<file path="src/sv/spd_pkg.sv">
// Package: shared constants, codes and the queue entry type for the supremum distance block
package spd_pkg;

    localparam int FRACTION_BITS = 16;
    localparam int PW            = FRACTION_BITS + 1;
    localparam int SW            = FRACTION_BITS + 2;
    localparam int DENW          = 2 * FRACTION_BITS + 1;
    localparam int NUMW          = 4 * FRACTION_BITS + 3;
    localparam int QW            = 2 * FRACTION_BITS + 3;
    localparam int CNTW          = $clog2(NUMW + 1);

    localparam logic [1:0] MODE_PHI = 2'd0;
    localparam logic [1:0] MODE_KSI = 2'd1;
    localparam logic [1:0] MODE_KS  = 2'd2;

    localparam logic [1:0] KIND_SKIP  = 2'd0;
    localparam logic [1:0] KIND_PLAIN = 2'd1;
    localparam logic [1:0] KIND_PHI   = 2'd2;
    localparam logic [1:0] KIND_KSI   = 2'd3;

    typedef struct packed {
        logic [PW-1:0] diff;
        logic [SW-1:0] sum;
        logic [SW-1:0] rest;
        logic [1:0]    kind;
        logic          last;
    } t_entry;

endpackage

</file>
<file path="src/sv/spd_in_if.sv">
// Interface: input channel carrying one probability pair per transfer
interface spd_in_if;
    logic                  valid;
    logic                  ready;
    logic [spd_pkg::PW-1:0] first_prob;
    logic [spd_pkg::PW-1:0] second_prob;
    logic                  last_element;

    modport source (output valid, output first_prob, output second_prob,
                    output last_element, input ready);
    modport sink   (input valid, input first_prob, input second_prob,
                    input last_element, output ready);
endinterface

</file>
<file path="src/sv/spd_out_if.sv">
// Interface: output channel carrying one supremum distance per transfer
interface spd_out_if;
    logic                  valid;
    logic                  ready;
    logic [spd_pkg::SW-1:0] distance;

    modport source (output valid, output distance, input ready);
    modport sink   (input valid, input distance, output ready);
endinterface

</file>
<file path="src/sv/spd_front.sv">
// Front: clamps and classifies an input pair into a queue entry
module spd_front (
    spd_in_if.sink         i_in,
    input  logic [1:0]     i_mode,
    input  logic           i_full,
    output logic           o_push,
    output spd_pkg::t_entry o_entry
);
    import spd_pkg::*;

    localparam logic [PW-1:0] ONE = PW'(1) << FRACTION_BITS;
    localparam logic [SW-1:0] TWO = SW'(1) << (FRACTION_BITS + 1);

    logic [PW-1:0] r_c;
    logic [PW-1:0] w_c;
    logic [SW-1:0] sum;
    logic [SW-1:0] rest;

    assign r_c  = (i_in.first_prob  > ONE) ? ONE : i_in.first_prob;
    assign w_c  = (i_in.second_prob > ONE) ? ONE : i_in.second_prob;
    assign sum  = SW'(r_c) + SW'(w_c);
    assign rest = TWO - sum;

    assign i_in.ready = ~i_full;
    assign o_push     = i_in.valid & ~i_full;

    always_comb begin
        o_entry.diff = (r_c > w_c) ? (r_c - w_c) : (w_c - r_c);
        o_entry.sum  = sum;
        o_entry.rest = rest;
        o_entry.last = i_in.last_element;
        unique case (i_mode) inside
            MODE_PHI, MODE_KSI: begin
                if (sum == '0 || rest == '0) begin
                    o_entry.kind = KIND_SKIP;
                end else begin
                    o_entry.kind = (i_mode == MODE_PHI) ? KIND_PHI : KIND_KSI;
                end
            end
            default: o_entry.kind = KIND_PLAIN;
        endcase
    end
endmodule

</file>
<file path="src/sv/spd_queue.sv">
// Queue: two-entry buffer between front and back
module spd_queue (
    input  logic            i_clk,
    input  logic            i_rst_n,
    input  logic            i_push,
    input  spd_pkg::t_entry i_entry,
    input  logic            i_pop,
    output spd_pkg::t_entry o_entry,
    output logic            o_empty,
    output logic            o_full
);
    import spd_pkg::*;

    t_entry     r_mem [2];
    logic       r_wp;
    logic       r_rp;
    logic [1:0] r_cnt;

    assign o_entry = r_mem[r_rp];
    assign o_empty = (r_cnt == 2'd0);
    assign o_full  = (r_cnt == 2'd2);

    always_ff @(posedge i_clk) begin
        if (i_push) begin
            r_mem[r_wp] <= i_entry;
        end
    end

    always_ff @(posedge i_clk) begin
        if (!i_rst_n) begin
            r_wp  <= 1'b0;
            r_rp  <= 1'b0;
            r_cnt <= 2'd0;
        end else begin
            if (i_push) begin
                r_wp <= ~r_wp;
            end
            if (i_pop) begin
                r_rp <= ~r_rp;
            end
            r_cnt <= r_cnt + 2'(i_push) - 2'(i_pop);
        end
    end
endmodule

</file>
<file path="src/sv/spd_back.sv">
// Back: scores entries (by division and square root in phi and ksi modes), keeps the supremum, emits results
module spd_back (
    input  logic            i_clk,
    input  logic            i_rst_n,
    input  spd_pkg::t_entry i_entry,
    input  logic            i_empty,
    output logic            o_pop,
    spd_out_if.source       o_out
);
    import spd_pkg::*;

    localparam logic [2:0] S_IDLE = 3'd0;
    localparam logic [2:0] S_MUL  = 3'd1;
    localparam logic [2:0] S_DIV  = 3'd2;
    localparam logic [2:0] S_SQRT = 3'd3;
    localparam logic [2:0] S_ACC  = 3'd4;

    localparam logic [QW-1:0] CAPSQ = QW'(1) << (2 * FRACTION_BITS + 2);

    logic [2:0]      r_state, n_state;
    logic [PW-1:0]   r_diff, n_diff;
    logic [SW-1:0]   r_sum, n_sum;
    logic [SW-1:0]   r_rest, n_rest;
    logic [1:0]      r_kind, n_kind;
    logic            r_last, n_last;
    logic [NUMW-1:0] r_num, n_num;
    logic [DENW-1:0] r_den, n_den;
    logic [DENW-1:0] r_rem, n_rem;
    logic [QW-1:0]   r_quo, n_quo;
    logic            r_ovf, n_ovf;
    logic [CNTW-1:0] r_cnt, n_cnt;
    logic [SW-1:0]   r_root, n_root;
    logic [SW-1:0]   r_score, n_score;
    logic            r_use, n_use;
    logic [SW-1:0]   r_sup, n_sup;
    logic            r_out_valid, n_out_valid;
    logic [SW-1:0]   r_out_data, n_out_data;

    logic [2*PW-1:0] sq;
    logic [2*SW-1:0] st;
    logic [DENW:0]   rem_sh;
    logic            ge;
    logic [QW-1:0]   qcap;
    logic [SW-1:0]   cand;
    logic [2*SW-1:0] csq;
    logic [SW-1:0]   new_sup;

    assign o_out.valid    = r_out_valid;
    assign o_out.distance = r_out_data;

    assign sq      = r_diff * r_diff;
    assign st      = r_sum * r_rest;
    assign rem_sh  = {r_rem, r_num[NUMW-1]};
    assign ge      = rem_sh >= {1'b0, r_den};
    assign qcap    = (r_ovf || r_quo > CAPSQ) ? CAPSQ : r_quo;
    assign cand    = r_root | (SW'(1) << (r_cnt - CNTW'(1)));
    assign csq     = cand * cand;
    assign new_sup = (r_use && r_score > r_sup) ? r_score : r_sup;

    always_comb begin
        n_state     = r_state;
        n_diff      = r_diff;
        n_sum       = r_sum;
        n_rest      = r_rest;
        n_kind      = r_kind;
        n_last      = r_last;
        n_num       = r_num;
        n_den       = r_den;
        n_rem       = r_rem;
        n_quo       = r_quo;
        n_ovf       = r_ovf;
        n_cnt       = r_cnt;
        n_root      = r_root;
        n_score     = r_score;
        n_use       = r_use;
        n_sup       = r_sup;
        n_out_valid = r_out_valid & ~o_out.ready;
        n_out_data  = r_out_data;
        o_pop       = 1'b0;
        unique case (r_state)
            S_IDLE: begin
                if (!i_empty) begin
                    o_pop  = 1'b1;
                    n_diff = i_entry.diff;
                    n_sum  = i_entry.sum;
                    n_rest = i_entry.rest;
                    n_kind = i_entry.kind;
                    n_last = i_entry.last;
                    case (i_entry.kind)
                        KIND_SKIP: begin
                            n_use   = 1'b0;
                            n_score = '0;
                            n_state = S_ACC;
                        end
                        KIND_PLAIN: begin
                            n_use   = 1'b1;
                            n_score = SW'(i_entry.diff);
                            n_state = S_ACC;
                        end
                        default: begin
                            n_use   = 1'b1;
                            n_state = S_MUL;
                        end
                    endcase
                end
            end
            S_MUL: begin
                if (r_kind == KIND_PHI) begin
                    n_num = NUMW'(sq) << (FRACTION_BITS + 1);
                    n_den = DENW'((r_sum < r_rest) ? r_sum : r_rest);
                end else begin
                    n_num = NUMW'(sq) << (2 * FRACTION_BITS + 2);
                    n_den = st[DENW-1:0];
                end
                n_rem   = '0;
                n_quo   = '0;
                n_ovf   = 1'b0;
                n_cnt   = CNTW'(NUMW);
                n_state = S_DIV;
            end
            S_DIV: begin
                n_rem = ge ? DENW'(rem_sh - {1'b0, r_den}) : DENW'(rem_sh);
                n_quo = {r_quo[QW-2:0], ge};
                n_ovf = r_ovf | r_quo[QW-1];
                n_num = r_num << 1;
                n_cnt = r_cnt - CNTW'(1);
                if (r_cnt == CNTW'(1)) begin
                    n_root  = '0;
                    n_cnt   = CNTW'(SW);
                    n_state = S_SQRT;
                end
            end
            S_SQRT: begin
                if (csq <= (2*SW)'(qcap)) begin
                    n_root = cand;
                end
                n_cnt = r_cnt - CNTW'(1);
                if (r_cnt == CNTW'(1)) begin
                    n_score = (csq <= (2*SW)'(qcap)) ? cand : r_root;
                    n_state = S_ACC;
                end
            end
            S_ACC: begin
                if (!(r_last && r_out_valid && !o_out.ready)) begin
                    if (r_last) begin
                        n_out_data  = new_sup;
                        n_out_valid = 1'b1;
                        n_sup       = '0;
                    end else begin
                        n_sup = new_sup;
                    end
                    n_state = S_IDLE;
                end
            end
            default: n_state = S_IDLE;
        endcase
    end

    always_ff @(posedge i_clk) begin
        r_diff     <= n_diff;
        r_sum      <= n_sum;
        r_rest     <= n_rest;
        r_kind     <= n_kind;
        r_last     <= n_last;
        r_num      <= n_num;
        r_den      <= n_den;
        r_rem      <= n_rem;
        r_quo      <= n_quo;
        r_ovf      <= n_ovf;
        r_cnt      <= n_cnt;
        r_root     <= n_root;
        r_score    <= n_score;
        r_use      <= n_use;
        r_out_data <= n_out_data;
    end

    always_ff @(posedge i_clk) begin
        if (!i_rst_n) begin
            r_state     <= S_IDLE;
            r_sup       <= '0;
            r_out_valid <= 1'b0;
        end else begin
            r_state     <= n_state;
            r_sup       <= n_sup;
            r_out_valid <= n_out_valid;
        end
    end
endmodule

</file>
<file path="src/sv/sup_probability_distance.sv">
// Top level: weighted supremum distance between two probability vectors
//
//  channel  | dir | payload                                    | marks a transfer
//  i_in     | in  | first_prob, second_prob, last_element      | valid & ready
//  o_out    | out | distance                                   | valid & ready
//  i_cfg_*  | in  | metric_mode                                | i_cfg_we
//
// Plain mode: the back part takes an item through S_IDLE and S_ACC. Phi and ksi: an item
// goes through S_MUL, the 67-step restoring divider, the 18-step root search and S_ACC.
// A pair skipped for degenerate mean goes from S_IDLE straight to S_ACC.
// The two-entry queue lets the front take items while the back works.
// Reset is synchronous; it clears the queue, the supremum and the output stage.
// A result waits in the output register while o_out.ready is low.
module sup_probability_distance (
    input  logic       i_clk,
    input  logic       i_rst_n,
    input  logic       i_cfg_we,
    input  logic [1:0] i_cfg_wdata,
    spd_in_if.sink     i_in,
    spd_out_if.source  o_out
);
    import spd_pkg::*;

    logic   [1:0] r_mode;
    logic         push;
    logic         pop;
    logic         full;
    logic         empty;
    t_entry       in_entry;
    t_entry       head;

    always_ff @(posedge i_clk) begin
        if (!i_rst_n) begin
            r_mode <= MODE_PHI;
        end else if (i_cfg_we) begin
            r_mode <= i_cfg_wdata;
        end
    end

    spd_front u_front (
        .i_in    (i_in),
        .i_mode  (r_mode),
        .i_full  (full),
        .o_push  (push),
        .o_entry (in_entry)
    );

    spd_queue u_queue (
        .i_clk   (i_clk),
        .i_rst_n (i_rst_n),
        .i_push  (push),
        .i_entry (in_entry),
        .i_pop   (pop),
        .o_entry (head),
        .o_empty (empty),
        .o_full  (full)
    );

    spd_back u_back (
        .i_clk   (i_clk),
        .i_rst_n (i_rst_n),
        .i_entry (head),
        .i_empty (empty),
        .o_pop   (pop),
        .o_out   (o_out)
    );
endmodule

</file>
<file path="src/flat_wrapper.sv">
// flat-port wrapper written by rule: the top's interface ports become plain ports
module sup_probability_distance_flat import spd_pkg::*;
  (i_clk, i_rst_n, i_cfg_we, i_cfg_wdata, i_in_valid, i_in_first_prob, i_in_second_prob, i_in_last_element, i_in_ready, o_out_valid, o_out_distance, o_out_ready);
  spd_in_if i_in_i ();
  spd_out_if o_out_i ();
  input  logic i_clk;
  input  logic i_rst_n;
  input  logic i_cfg_we;
  input  logic [1:0] i_cfg_wdata;
  input wire logic [$bits(i_in_i.valid)-1:0] i_in_valid;
  input wire logic [$bits(i_in_i.first_prob)-1:0] i_in_first_prob;
  input wire logic [$bits(i_in_i.second_prob)-1:0] i_in_second_prob;
  input wire logic [$bits(i_in_i.last_element)-1:0] i_in_last_element;
  output wire logic [$bits(i_in_i.ready)-1:0] i_in_ready;
  output wire logic [$bits(o_out_i.valid)-1:0] o_out_valid;
  output wire logic [$bits(o_out_i.distance)-1:0] o_out_distance;
  input wire logic [$bits(o_out_i.ready)-1:0] o_out_ready;
  assign i_in_i.valid = i_in_valid;
  assign i_in_i.first_prob = i_in_first_prob;
  assign i_in_i.second_prob = i_in_second_prob;
  assign i_in_i.last_element = i_in_last_element;
  assign i_in_ready = i_in_i.ready;
  assign o_out_valid = o_out_i.valid;
  assign o_out_distance = o_out_i.distance;
  assign o_out_i.ready = o_out_ready;
  sup_probability_distance u_core (.i_clk(i_clk), .i_rst_n(i_rst_n), .i_cfg_we(i_cfg_we), .i_cfg_wdata(i_cfg_wdata), .i_in(i_in_i), .o_out(o_out_i));
endmodule
</file>
<file path="config.mk">
export PLATFORM = sky130hd
export DESIGN_NAME = sup_probability_distance_flat
export DESIGN_NICKNAME = d
export VERILOG_FILES = /design/src/sv/spd_pkg.sv /design/src/sv/spd_in_if.sv /design/src/sv/spd_out_if.sv /design/src/sv/spd_front.sv /design/src/sv/spd_queue.sv /design/src/sv/spd_back.sv /design/src/sv/sup_probability_distance.sv /design/src/flat_wrapper.sv
export SDC_FILE = /design/constraint.sdc
export NUM_CORES = 2
export LEC_CHECK = 0
export BUFFER_PORTS_ARGS = -buffer_cell sky130_fd_sc_hd__buf_2
export CAP_MARGIN = 0
export CORE_MARGIN = 2
export CORE_UTILIZATION = 45
export CTS_BUF_LIST = sky130_fd_sc_hd__clkbuf_8
export CTS_CLUSTER_DIAMETER = 80
export DETAILED_ROUTE_END_ITERATION = 8
export HOLD_SLACK_MARGIN = 0.03
export PLACE_DENSITY = 0.66
export SLEW_MARGIN = 5
export SYNTH_ARGS = -nofsm -noshare
export SYNTH_HDL_FRONTEND = slang
export SYNTH_SLANG_ARGS = --single-unit
</file>
<file path="constraint.sdc">
create_clock -name i_clk -period 29.5 [get_ports i_clk]
set_clock_uncertainty 0.2 [all_clocks]
set_input_delay 2.95 -clock i_clk [delete_from_list [all_inputs] [get_ports i_clk]]
set_output_delay 2.95 -clock i_clk [all_outputs]
set_load 0.1 [all_outputs]
</file>
* Word-level counts from Yosys, hierarchy flattened
Memories as Yosys holds them, arrays and structs flattened. A register that Yosys moved wholly into a read port is not among the register bits.
Cells that the tools add are included.
** Storage, ports and cells
- Output and inout bits :: 20
- Bits of input ports :: 42
- Memory bits (writable) :: 112
- Memories :: 1
- Bits in registers :: 315
** Cells by class
- Equal/unequal tests :: 14
- $mul :: 3
- Order comparisons :: 8
- Shifts and indexed selects :: 1
- $add $sub $neg :: 8
- Bitwise logic cells :: 10
- Reductions and logical operators :: 24
- Multiplexer cells :: 42
** Memory list
- u_core.u_queue.r_mem :: words 2, bits a word 56, rd ports 1, clocked after memory_dff 1, write ports 1, line spd_queue.sv:14 : t_entry r_mem [2];
** Operator list (number)
- $pmux W67 S2 :: 1
- $mux W18 :: 7
- $pmux W18 S2 :: 3
- $pmux W35 S2 :: 1
- $mux W67 :: 1
- $mux W33 :: 2
- $pmux W33 S2 :: 1
- $mux W17 :: 3
- $le A36 B35 Y1 :: 1
- $logic_not A18 Y1 :: 2
- $mul A18 B18 Y36 :: 1
- $gt A35 B35 Y1 const B :: 1
- $mux W35 :: 1
- $ge A34 B33 Y1 :: 1
- $gt A17 B17 Y1 const B :: 2
- $mul A17 B17 Y34 :: 1
- $sub A17 B17 Y17 :: 2
- $mul A18 B18 Y33 :: 1
- $sub A33 B33 Y33 :: 1
- $pmux W7 S3 :: 1
- $add A17 B17 Y18 :: 1
- $gt A18 B18 Y1 :: 1
- $lt A18 B18 Y1 :: 1
- $or A18 B18 Y18 :: 1
- 34 further kinds :: 72

* Logic depth before layout (Yosys ltp)
- Depth in word-level cells :: 8
- Depth in mapped cells :: 45
- Depth with buffers taken out :: 43

* By module
From an unflattened synthesis, not the netlist that was laid out.
** Second synthesis, totals
- Cells, all modules :: 5128
- Area, all modules :: 50344.5 µm²
** Modules (own cells, without submodules)
- spd_back :: cells each 4460, seq. area each 8548.2 µm², times used 1, area an instance 42548.3 µm²
- spd_queue :: cells each 195, seq. area each 3463.3 µm², times used 1, area an instance 4430.5 µm²
- spd_front :: cells each 467, seq. area each 0.0 µm², times used 1, area an instance 3293.2 µm²
- sup_probability_distance :: cells each 6, seq. area each 40.0 µm², times used 1, area an instance 72.6 µm²

* Worst setup path after synthesis
No wires, ideal clock.
- Kind :: reg-to-reg
- Start point :: register u_core.u_back.r_cnt[4]
- End point :: register u_core.u_back.r_score[7], data pin
- Data arrival time :: 9816 ps
- Setup slack :: 19326 ps
- Data required time :: 29142 ps
- Cell stages (with the launch flop) :: 39
- Library setup time :: 158 ps
- Buffers on the path :: 1
- Cell sequence :: edfxtp_1 nor4_1 nand3_1 nor2b_1 nor2b_1 and2_1 a21oi_1 clkinv_1 nand2_1 inv_1 fa_1 fa_1 inv_1 fa_1 inv_1 fa_1 fa_1 fa_1 (+3 left out) o21a_1 o21ai_0 a21oi_1 o21ai_0 o2111ai_1 a21oi_1 o41ai_1 xnor2_1 ha_1 a21o_1 a2111oi_0 o2111ai_1 a31oi_1 nor2_1 o211ai_1 clkbuf_1 nand3_1 o211ai_1
** On the way
- Word-level cells in the longest chain between the ends :: 8
** Ends and longest elaborated chain
- start: declaration :: line spd_back.sv:31 : logic [CNTW-1:0] r_cnt, n_cnt;
- start signal: assignment :: line spd_back.sv:170 : r_cnt <= n_cnt;
- $sub A7 B1 Y7 * :: line spd_back.sv:56 : assign cand = r_root | (SW'(1) << (r_cnt - CNTW'(1)));
- $shl A1 B7 Y18 * :: line spd_back.sv:56
- $or A18 B18 Y18 * :: line spd_back.sv:56
- $mul A18 B18 Y36 :: line spd_back.sv:57 : assign csq = cand * cand;
- $le A36 B35 Y1 :: line spd_back.sv:139 : n_score = (csq <= (2*SW)'(qcap)) ? cand : r_root;
- $mux W18 *
- $mux W18 * :: line spd_back.sv:138 : if (r_cnt == CNTW'(1)) begin
- $pmux W18 S2 * :: line spd_back.sv:80 : unique case (r_state)
- named net u_core.u_back.n_score[7] :: line spd_back.sv:33 : logic [SW-1:0] r_score, n_score;
- end signal: assignment :: line spd_back.sv:172 : r_score <= n_score;
- end: declaration :: line spd_back.sv:33
Mark *: on every way through the listed nets, which the timed path passes. The rest lies on a longest branch. The select of a mux whose other input is x is not followed.
A chain may end at the register's enable or synchronous reset.

* Worst setup path in the final report
- Start point :: register u_core.u_back.r_cnt[4]
- End point :: register u_core.u_back.r_root[17], data pin
** On the way
- Word-level cells in the longest chain between the ends :: 7
** Ends and longest elaborated chain
- $sub A7 B1 Y7 * :: line spd_back.sv:56
- $shl A1 B7 Y18 * :: line spd_back.sv:56
- $or A18 B18 Y18 * :: line spd_back.sv:56
- $mul A18 B18 Y36
- $le A36 B35 Y1
- $mux W18 * :: line spd_back.sv:134 : if (csq <= (2*SW)'(qcap)) begin
- $pmux W18 S2 * :: line spd_back.sv:80
- end signal: assignment :: line spd_back.sv:171 : r_root <= n_root;
- end: declaration :: line spd_back.sv:32 : logic [SW-1:0] r_root, n_root;
Every way passes the cells marked *; elsewhere a longest branch is shown, timed or not.

==> out/results.tsv <==
metric	value	unit
status	completed	
relSlewSlack	18.2	%
setup_viol	0	
ioPinCount	62	
finalCriticalPeriod	11610	ps
antenna_found_initial	5	
chipWidth	337	microns
synth.top_cell.area_share	26.8	%
cts_hold_buf	0	
ys_top_cells_by_area	fa_1 (27%), edfxtp_1 (23%), ha_1 (12%)	
grt_pass1_wl	201000	microns
synth_area_leader_cell	fa_1	
crit_top_cell	fa_1	
hpwl	94100	microns
ant_nets	0	
firstDrtPassIters	6	
grt_setup_unrepaired	false	
finalWirelength	123000	microns
avgSynthCellArea	9.63	sq um
clk_latency	760	ps
drtIter0Drc	2578	
startpoint_type	flop	
yosysSeqAreaShare	23.8	%
vias	36113	
cts_inserted_buffers	74	
min_period_over_period	39.4	%
cts_tree	yes	
nets	6346	
synth_warnings	0	
clock-root-buffer	clkbuf_8	
post_cts_resized	0	
max_stage_delay	720	ps
clockBufferDepth	3	
worstSetupEndpointType	flop	
postCtsSetupBuffers	0	
grtUsageTotal	22.3	%
viasPerCell	5.39	
layout-drive-gt1-share	6.19	%
area_delta_synth_final	6.59	%
htreeDepth	3	
drv_cap	0	
syn_inst	5178	
synth_most_common_cell	inv_1	
worst_pin_slew	1220	ps
grt_pass1_vias	37429	
die-area	0.113	sq mm
grt_start_max_net_pins	71	
overflow	0	
ys_ff_latch	405	
rows	122	
synth.distinct_cells	87	
path_clk_slew	60	ps
netlist_top_cells_count	inv_1 (1025), fa_1 (668), nand2_1 (577), ha_1 (477), edfxtp_1 (376)	
fillers	10429	
hold_path.class	reg2reg	
multi_input_area	0.0334	sq mm
arrival	11930	ps
fin_tns_setup	0	ps
fmax	86.1	MHz
drv_slew	0	
cp_max_fo	18	
place.gp.congestion	0.915	
regArea	0.0119	sq mm
core_area	0.110	sq mm
start_util	45.2	%
slowest_stage	clkinv_1	
synthFlopType	edfxtp_1	
die_h	337	microns
whs_path_depth	1	
avgRoutedWirePerCell	18.4	microns
clkSinkCount	405	
synth_edf_count	376	
syn-cell-area	0.0499	sq mm
crit_required	29820	ps
synth_nets	6365	
path_class	reg2reg	
portBuffers	61	
synthArstFlopShare	0	%
remaining_drc_errors	0	
ff2ff_path_depth	39	
hold_viol_final	0	
-- kinds of logic after synthesis --
| kind of cell | Yosys count | share of synthesized area [%] |
|---|---|---|
| AND/OR/NAND/NOR | 1402 | 13.3 |
| buffers and inverters | 1238 | 9.35 |
| adder cells (fa/ha/maj) | 1145 | 38.8 |
| AO/OA/AOI/OAI | 738 | 9.96 |
| flip-flops | 405 | 23.8 |
| XOR/XNOR | 152 | 2.67 |
| multiplexers | 98 | 2.15 |
-- placed cells by master, fill, tap and decap left out, drive strengths merged, types with 106 or more instances in the layout --
cell | Yosys | routed
a21o | 113 | 113
a21oi | 203 | 203
and2 | 183 | 183
buf | 16 | 106
edfxtp | 376 | 376
fa | 668 | 668
ha | 477 | 477
inv | 1028 | 1061
nand2 | 577 | 577
nor2 | 259 | 259
o21ai | 113 | 113
-- critical path: cells and delay by family (launching register included) --
family	cells	cell delay, ps
flops	1	480
buf+inv	7	1330
simple gates	9	1610
fa+ha+maj	8	3590
compound gates	15	4180
-- flip-flops by register name, summed over array words and instances (netlist names), named ones only --
register                      cells
u_core.u_back.r_sum              17
u_core.u_back.r_last              1
u_core.u_back.r_root             18
u_core.u_back.r_ovf               1
u_core.u_back.r_sup              18
u_core.u_back.r_den              33
u_core.u_back.o_out.valid         1
u_core.r_mode                     2
u_core.u_back.r_state             3
u_core.u_back.r_score            18
u_core.u_queue.r_cnt              2
u_core.u_back.r_quo              35
u_core.u_queue.r_rp               1
u_core.u_back.r_num              50
u_core.u_back.r_use               1
u_core.u_back.r_rem              33
u_core.u_back.r_cnt               7
u_core.u_queue.r_wp               1
u_core.u_back.r_rest             17
u_core.u_back.r_diff             17
u_core.u_back.r_kind              2
u_core.u_back.o_out.distance     18
u_core.u_queue.r_mem            108
-- path summary, 6_finish.rpt --
path / from / endpoint / slack, ps
max: u_core.u_back.r_cnt[4]$_DFFE_PP_ / u_core.u_back.r_root[17]$_SDFFCE_PN0P_ / 17890
min: u_core.u_queue.r_mem[0][32]$_DFFE_PP_ / u_core.u_back.r_sum[11]$_DFFE_PP_ / 290
max reg2reg: u_core.u_back.r_cnt[4]$_DFFE_PP_ / u_core.u_back.r_root[17]$_SDFFCE_PN0P_ / 17890
min reg2reg: u_core.u_queue.r_mem[0][32]$_DFFE_PP_ / u_core.u_back.r_sum[11]$_DFFE_PP_ / 290
-- per-layer routing --
| layer | vias up | routed length [microns] | GRT usage (%) |
|---|---|---|---|
| met3 | 212 | 8030 | 3.29 |
| met1 | 17936 | 53900 | 30.6 |
| li1 | 16797 | - | - |
| met2 | 1168 | 57600 | 36.5 |
| met5 | - | 0 | 0 |
| met4 | 0 | 3600 | 6.91 |
-- per-stage QoR --
step	utilization, %	hold WS, ps	setup WS, ps	instances	instance area (sq um)
3_3_place_gp	46.9	289	18380	6571	51700
4_1_cts	48.2	293	17950	6704	53100
5_1_grt	48.2	313	16870	6705	53100
3_5_place_dp	46.9	289	18000	6571	51700
2_1_floorplan	-	260	19330	5178	49900
6_report	48.2	294	17890	6705	53100
-- layout make-up --
| cell class | count | area share, % |
|---|---|---|
| Multi-Input combinational cell | 3535 | 62.9 |
| Sequential cell | 405 | 22.3 |
| Timing Repair Buffer | 106 | 1.21 |
| Clock inverter | 53 | 0.648 |
| Tap cell | 1488 | 3.50 |
| Antenna cell | 1 | 0.00471 |
| Clock buffer | 80 | 2.07 |
| Inverter | 1037 | 7.33 |
Power is left out: the tool's default activity adds up to more than one toggle a clock period on the data nets, which glitch-free logic cannot reach.
